File: config.mk
export PLATFORM = sky130hd
export DESIGN_NAME = gfpmc_cfg_regs_flat
export DESIGN_NICKNAME = d
export VERILOG_FILES = /design/src/rtl/gfpmc_pkg.sv /design/src/rtl/gfpmc_channels.sv /design/src/rtl/gfpmc_cfg_regs.sv /design/src/flat_wrapper.sv
export SDC_FILE = /design/constraint.sdc
export NUM_CORES = 1
export LEC_CHECK = 0
export BUFFER_PORTS_ARGS = -buffer_cell sky130_fd_sc_hd__buf_2
export CORE_ASPECT_RATIO = 0.8
export CORE_MARGIN = 4
export CORE_UTILIZATION = 50
export DETAILED_ROUTE_END_ITERATION = 7
export PLACE_DENSITY = 0.89
export SETUP_SLACK_MARGIN = 0.2
export SYNTH_ARGS = -nofsm -noshare
export SYNTH_HDL_FRONTEND = slang
export SYNTH_SLANG_ARGS = --single-unit
File: constraint.sdc
create_clock -name clk -period 2 [get_ports clk]
set_input_delay 0.4 -clock clk [delete_from_list [all_inputs] [get_ports clk]]
set_output_delay 0.4 -clock clk [all_outputs]
set_load 0.05 [all_outputs]
File: src/rtl/gfpmc_pkg.sv
// Shared types, codes and fixed-point helpers for the gripper force PID controller.
// Used by the channel interfaces, the configuration register file and the top level.
package gfpmc_pkg;

  localparam int DATA_W        = 32;
  localparam int FRACTION_BITS = 16;
  localparam int TICK_RATE_HZ  = 50;
  localparam int CMD_W         = 2;
  localparam int MODE_W        = 3;
  localparam int CFG_IDX_W     = 3;
  localparam int ACT_W         = 3;

  typedef logic signed [DATA_W-1:0]   q_t;
  typedef logic signed [2*DATA_W-1:0] wide_t;

  // item commands
  localparam logic [CMD_W-1:0] CMD_TICK  = 2'd0;
  localparam logic [CMD_W-1:0] CMD_WIDTH = 2'd1;
  localparam logic [CMD_W-1:0] CMD_MODE  = 2'd2;

  // operating modes
  localparam logic [MODE_W-1:0] MODE_WAIT   = 3'd0;
  localparam logic [MODE_W-1:0] MODE_MANUAL = 3'd1;
  localparam logic [MODE_W-1:0] MODE_PIDX   = 3'd2;
  localparam logic [MODE_W-1:0] MODE_PIDY   = 3'd3;
  localparam logic [MODE_W-1:0] MODE_RESET  = 3'd4;

  // configuration register indexes
  localparam logic [CFG_IDX_W-1:0] CFG_GAIN_P       = 3'd0;
  localparam logic [CFG_IDX_W-1:0] CFG_GAIN_I       = 3'd1;
  localparam logic [CFG_IDX_W-1:0] CFG_GAIN_D       = 3'd2;
  localparam logic [CFG_IDX_W-1:0] CFG_SETPOINT     = 3'd3;
  localparam logic [CFG_IDX_W-1:0] CFG_WIDTH_MAX    = 3'd4;
  localparam logic [CFG_IDX_W-1:0] CFG_WIDTH_MIN    = 3'd5;
  localparam logic [CFG_IDX_W-1:0] CFG_WIDTH_OFFSET = 3'd6;

  // work carried down the pipeline for one beat
  localparam logic [ACT_W-1:0] ACT_NONE    = 3'd0;
  localparam logic [ACT_W-1:0] ACT_WAIT    = 3'd1;
  localparam logic [ACT_W-1:0] ACT_MANUAL  = 3'd2;
  localparam logic [ACT_W-1:0] ACT_PID     = 3'd3;
  localparam logic [ACT_W-1:0] ACT_RESET   = 3'd4;
  localparam logic [ACT_W-1:0] ACT_SETREQ  = 3'd5;
  localparam logic [ACT_W-1:0] ACT_CLRPREV = 3'd6;

  localparam q_t ONE_Q     = q_t'(1 << FRACTION_BITS);
  localparam q_t REQ_PIDX  = ONE_Q;
  localparam q_t REQ_RESET = q_t'(2 << FRACTION_BITS);
  localparam q_t REQ_PIDY  = q_t'(4 << FRACTION_BITS);

  // 0.002 and 0.08 rounded to nearest, 60.0 and 50.0
  localparam q_t WIDTH_OFFSET_RST = q_t'((2 * (1 << FRACTION_BITS) + 500) / 1000);
  localparam q_t CUR_WIDTH_RST    = q_t'((8 * (1 << FRACTION_BITS) + 50) / 100);
  localparam q_t REQ_WIDTH_RST    = q_t'(60 * (1 << FRACTION_BITS));
  localparam q_t RESET_WIDTH      = q_t'(50 * (1 << FRACTION_BITS));

  localparam q_t    Q_MAX      = q_t'(32'h7FFF_FFFF);
  localparam q_t    Q_MIN      = q_t'(32'h8000_0000);
  localparam wide_t SAT_HI     = 64'sh0000_0000_7FFF_FFFF;
  localparam wide_t SAT_LO     = 64'shFFFF_FFFF_8000_0000;
  localparam wide_t ROUND_HALF = wide_t'(64'sd1 <<< (FRACTION_BITS - 1));
  localparam wide_t SCALE_K    = wide_t'(1000);
  localparam wide_t TICK_K     = wide_t'(TICK_RATE_HZ);

  // floor(x / TICK_RATE_HZ) by reciprocal: exact for any 32-bit magnitude
  localparam int DIV_SHIFT  = DATA_W + $clog2(TICK_RATE_HZ);
  localparam int DIV_PROD_W = DIV_SHIFT + DATA_W;
  localparam logic [DATA_W:0] DIV_MAGIC =
    (DATA_W + 1)'(((96'd1 << DIV_SHIFT) + 96'(TICK_RATE_HZ - 1)) / 96'(TICK_RATE_HZ));

  typedef struct packed {
    q_t gain_p;
    q_t gain_i;
    q_t gain_d;
    q_t force_setpoint;
    q_t width_max;
    q_t width_min;
    q_t width_offset;
  } cfg_t;

  function automatic wide_t sext(input q_t x);
    return {{DATA_W{x[DATA_W-1]}}, x};
  endfunction

  function automatic q_t sat_q(input wide_t x);
    if (x > SAT_HI) return Q_MAX;
    if (x < SAT_LO) return Q_MIN;
    return x[DATA_W-1:0];
  endfunction

  function automatic q_t times_k(input q_t x);
    return sat_q(sext(x) * SCALE_K);
  endfunction

  function automatic wide_t mul_full(input q_t a, input q_t b);
    return a * b;
  endfunction

  function automatic q_t floor_div_tick(input q_t x);
    logic [DATA_W-1:0]     mag;
    logic [DIV_PROD_W-1:0] prod;
    logic [DATA_W-1:0]     quo;
    // negative: floor(x/d) = -ceil(|x|/d) = -floor((|x| + d - 1)/d)
    if (x[DATA_W-1]) mag = ~x + DATA_W'(TICK_RATE_HZ);
    else mag = x;
    prod = DIV_PROD_W'(mag) * DIV_PROD_W'(DIV_MAGIC);
    quo  = prod[DIV_SHIFT +: DATA_W];
    if (x[DATA_W-1]) return q_t'(~quo + 1'b1);
    return q_t'(quo);
  endfunction

endpackage

File: src/rtl/gfpmc_channels.sv


interface gfpmc_cfg_if;
  import gfpmc_pkg::*;
  logic                 valid;
  logic                 ready;
  logic [CFG_IDX_W-1:0] index;
  q_t                   data;

  modport source (output valid, index, data, input ready);
  modport sink (input valid, index, data, output ready);
endinterface

File: src/rtl/gfpmc_cfg_regs.sv
// Configuration register file: gains, setpoint, clamp bounds and width offset.
// Depends on gfpmc_pkg and the gfpmc_cfg_if channel.
module gfpmc_cfg_regs (
  input  logic              clk,
  input  logic              rst,
  gfpmc_cfg_if.sink         cfg,
  output gfpmc_pkg::cfg_t   regs
);
  import gfpmc_pkg::*;

  assign cfg.ready = 1'b1;

  always_ff @(posedge clk) begin
    if (rst) begin
      regs.gain_p         <= '0;
      regs.gain_i         <= '0;
      regs.gain_d         <= '0;
      regs.force_setpoint <= '0;
      regs.width_max      <= '0;
      regs.width_min      <= '0;
      regs.width_offset   <= WIDTH_OFFSET_RST;
    end else if (cfg.valid) begin
      unique case (cfg.index)
        CFG_GAIN_P:       regs.gain_p         <= cfg.data;
        CFG_GAIN_I:       regs.gain_i         <= cfg.data;
        CFG_GAIN_D:       regs.gain_d         <= cfg.data;
        CFG_SETPOINT:     regs.force_setpoint <= cfg.data;
        CFG_WIDTH_MAX:    regs.width_max      <= cfg.data;
        CFG_WIDTH_MIN:    regs.width_min      <= cfg.data;
        CFG_WIDTH_OFFSET: regs.width_offset   <= cfg.data;
        default: ;  // beats past the register list are dropped
      endcase
    end
  end

endmodule

File: src/flat_wrapper.sv
// flat-port wrapper written by rule: the top's interface ports become plain ports
module gfpmc_cfg_regs_flat import gfpmc_pkg::*;
  (clk, rst, regs, cfg_valid, cfg_index, cfg_data, cfg_ready);
  gfpmc_cfg_if cfg_i ();
  input  logic clk;
  input  logic rst;
  output gfpmc_pkg::cfg_t regs;
  input wire logic [$bits(cfg_i.valid)-1:0] cfg_valid;
  input wire logic [$bits(cfg_i.index)-1:0] cfg_index;
  input wire logic [$bits(cfg_i.data)-1:0] cfg_data;
  output wire logic [$bits(cfg_i.ready)-1:0] cfg_ready;
  assign cfg_i.valid = cfg_valid;
  assign cfg_i.index = cfg_index;
  assign cfg_i.data = cfg_data;
  assign cfg_ready = cfg_i.ready;
  gfpmc_cfg_regs u_core (.clk(clk), .rst(rst), .cfg(cfg_i), .regs(regs));
endmodule
* After elaboration in Yosys (flattened, before gate mapping) *
Index checks and enable logic that the tools add are counted.

word-level totals
  output and inout port bits = 225
  register bits after elaboration = 224
  logic and storage cells = 21
  bits of input ports = 38

operators by class
  eq/ne operators = 6
  reductions and logical operators = 8

operator list
  operator                                              count
  AND reduction 2 bit                                   7
  equality test 3 bit (second input constant)           3
  equality test 3 x 2 -> 1 bit (second input constant)  2
  equality test 3 x 1 -> 1 bit (second input constant)  1
  logical NOT 3 bit                                     1

* Depth between registers and ports, before layout *
  word-level depth = 2
  gate-level depth with buffers = 5
  depth with buffers taken out = 2

* Worst setup path before layout *
OpenSTA, ideal clock, no wires.

  path type = input -> register
  start point = input cfg_index[0]
  end point = register u_core.regs[217] (netlist name)
  setup slack = 0.442 ns
  arrival time = 1.432 ns
  buffers on the path = 3
  cell stages on the path = 5
  data required time = 1.875 ns
  library setup time = 0.125 ns
  cells stage by stage = buf_2 -> or4b_4 -> buf_6 -> buf_12 -> mux2i_1

between the ends
  longest elaborated chain between the ends = 2

RTL lines
  what                           line                  RTL
  start: declaration             flat_wrapper.sv:9     input wire logic [$bits(cfg_i.index)-1:0] cfg_index;
  logical NOT 3 bit              gfpmc_cfg_regs.sv:23  unique case (cfg.index)
  AND reduction 2 bit (no line)  n/a

No other way between the ends.
A chain may end at the register's enable or synchronous reset.

* Final worst setup path *
  start point = register u_core.regs[211] (netlist name)
  end point = output regs[211] in the netlist's numbering

RTL lines
  what              line               RTL
  end: declaration  flat_wrapper.sv:7  output gfpmc_pkg::cfg_t regs;

No word-level cell between the ends.

==> impl_metrics.yaml <==
synthesis:
  ys_seq_area_share_pct: 51.3
  synth_cell_types: 15
  yosys-top-cells-area: "dfxtp_1 51%, mux2i_1 26%, nand2b_1 18%"
  yosysWarnings: 0
  synth_top_area_share_pct: 51.3
  synth_seq_cells: 224
  syn_area_mm2: 0.00873
  synth_area_per_cell_um2: 11.2
  synth.largest_area_cell: "dfxtp_1"
  synth_nets: 817
  synth_cells: 779
job:
  maxCapViolCount: 0
timing:
  relSlewSlack_pct: 58.8
  finalSetupViolations: 0
  finalCritPeriodShare_pct: 77.5
  rsz0062_at_grt: "false"
  worstMarginPinSlew_ns: 0.619
  whs_ns: 0.194
  slew_violations: 0
  max_freq_ghz: 0.645
  final.min_clock_period_ns: 1.55
  skew_ns: 0
  tns_ns: 0
  hold_viol: 0
power_and_ir_drop:
  power_frac_seq_pct: 46.0
  intPower_uw: 7550
  net-switching-power_uw: 2480
  combinationalPowerShare_pct: 9.6
  ir_drop_mv: 0.619
  p_sw_share_pct: 24.7
  power.static_leakage_uw: 0.00598
  cellPowerDensity_mw_per_mm2: 905
  clockPowerShare_pct: 44.4
setup_path:
  path_cells: "buf_2"
  required_ns: 1.60
  path_buf_inv: 1
  cpPeakStageDelay_ns: 0.37
  critPathCaptureType: "output pin"
  critical_path_arrival_ns: 1.15
  critPathTopFamily: "flip-flops"
  start_kind: "flop"
  crit_fanout: 2
  slowest_stage: "dfxtp_1"
  critPathKind: "flop to output pin"
grt:
  grt_pass1_wl_um: 35300
  antenna_found_initial: 0
  track_usage_pct: 22.0
  overflow: 0
  grt_max_degree: 60
  grt_pass1_vias: 6569
drt:
  drtIter0Drc: 219
  top_layer: "met4"
  post-route-drc-count: 0
  num_vias: 6397
  avgRoutedWirePerCell_um: 18.1
  wl_met3_um: 1540
  wl_met2_um: 10900
  via_per_inst: 5.09
  wl_met1_um: 9820
  ant_nets: 0
  dr.pass1.iters: 4
  wirelength_um: 22800
finish:
  syn_to_final_growth_pct: 26.9
  drive_gt1_share_pct: 31.1
  max_flop_register: "u_core.regs"
  top_regs: "u_core.regs (224)"
  largest_reg_flops: 224
  nets: 1060
  fin_cells: 1257
  num-fill-cells: 1301
  num_antenna_cells: 0
  multiInputGateArea_mm2: 0.00401
  regArea_mm2: 0.00448
clock_network:
  cts_buffer_depth: 3
  post_cts.repair.setup_buffers: 0
  cts.repair.resized: 0
  holdBufCountCts: 0
  clkSlewWorstSetupHoldPaths_ns: 0.06
  numClockSinks: 224
  clockRootBuffer: "clkbuf_16"
  cts_buffers: 23
  cts_tree: "done"
  clk-insertion-delay-late_ns: 0.49
  htreeDepth: 1
floorplanning:
  die_w_um: 156
  std_cell_rows: 42
  num_io_pins: 263
  die_y_um: 126
  die_area_mm2: 0.0197
  design.core.area_mm2: 0.0168
  initial_core_util_pct: 51.9
place:
  gp_congestion: 0.800
  dpl.hpwl_um: 15600
  dp.cells: 1217
  io_buffers: 261
min_path:
  min-delay-path-class: "input port to flop"
run_status:
  status: "finished clean"
-- final cells by class --
cell class	count	area share, %
timing repair buffer	279	13.7
tap	220	2.48
sequential	224	40.5
clock inverter	11	1.35
clock buffer	29	5.85
multi-input combinational	494	36.2
-- routing by layer --
| layer | vias up | global-route usage [%] |
|---|---|---|
| met1 | 3111 | 28.6 |
| met5 | - | 0 |
| met2 | 199 | 36.8 |
| met4 | 0 | 5.71 |
| li1 | 3052 | - |
| met3 | 35 | 5.66 |
-- cell usage after synthesis, drive strengths merged --
master and number:
clkbuf 34, buf 27, nor2 6, conb 1, or4b 1, nand4bb 3, nand2b 253, dfxtp 224
nand4b 3, mux2i 224, and4b 2, nor4b 1
-- metrics by stage --
stage | setup slack (ns) | util [%] | cell area (µm²) | power, µW
floorplan | 0.442 | - | 8730 | 5410
global placement | 0.409 | 61.2 | 10300 | 5660
detailed placement | 0.333 | 61.2 | 10300 | 5680
CTS | 0.438 | 65.9 | 11100 | 10100
global route | 0.417 | 65.9 | 11100 | 10300
finish | 0.450 | 65.9 | 11100 | 10000
-- worst paths after layout --
check / start / to / depth (start not counted) / slack [ns]
min: cfg_data[0] / u_core.regs[0]$_SDFFE_PP1P_ / 3 / 0.19
max reg2reg: u_core.regs[50]$_SDFFE_PP0P_ / u_core.regs[50]$_SDFFE_PP0P_ / 2 / 1.33
max: u_core.regs[211]$_SDFFE_PP0P_ / regs[211] / 1 / 0.45
min reg2reg: u_core.regs[171]$_SDFFE_PP0P_ / u_core.regs[171]$_SDFFE_PP0P_ / 2 / 0.47
-- cell usage in the layout (no fill, tap or decap), drive strengths merged --
master,Yosys,layout
inv,0,1
nand4bb,3,3
nand2b,253,253
buf,27,279
or4b,1,1
clkinv,0,5
nor4b,1,1
nor2,6,6
conb,1,1
mux2i,224,224
clkinvlp,0,2
clkbuf,34,29
and4b,2,2
dfxtp,224,224
nand4b,3,3
bufinv,0,3
-- cell families after synthesis --
kind of cell | Yosys count | share of synthesized area [%]
buffers and inverters | 61 | 3.38
and+or+nand+nor | 269 | 19.6
DFF | 224 | 51.3
muxes | 224 | 25.7
other | 1 | 0.0429
-- power by group through the flow --
| stage | Sequential [µW] | Combinational (µW) | Clock (µW) |
|---|---|---|---|
| finish | 4610 | 966 | 4460 |
| global route | 4620 | 1020 | 4700 |
| CTS | 4610 | 971 | 4520 |
| detailed placement | 4710 | 967 | 0 |
| global placement | 4710 | 957 | 0 |
| floorplan | 5050 | 364 | 0 |
(Power assumes the default switching activity.)
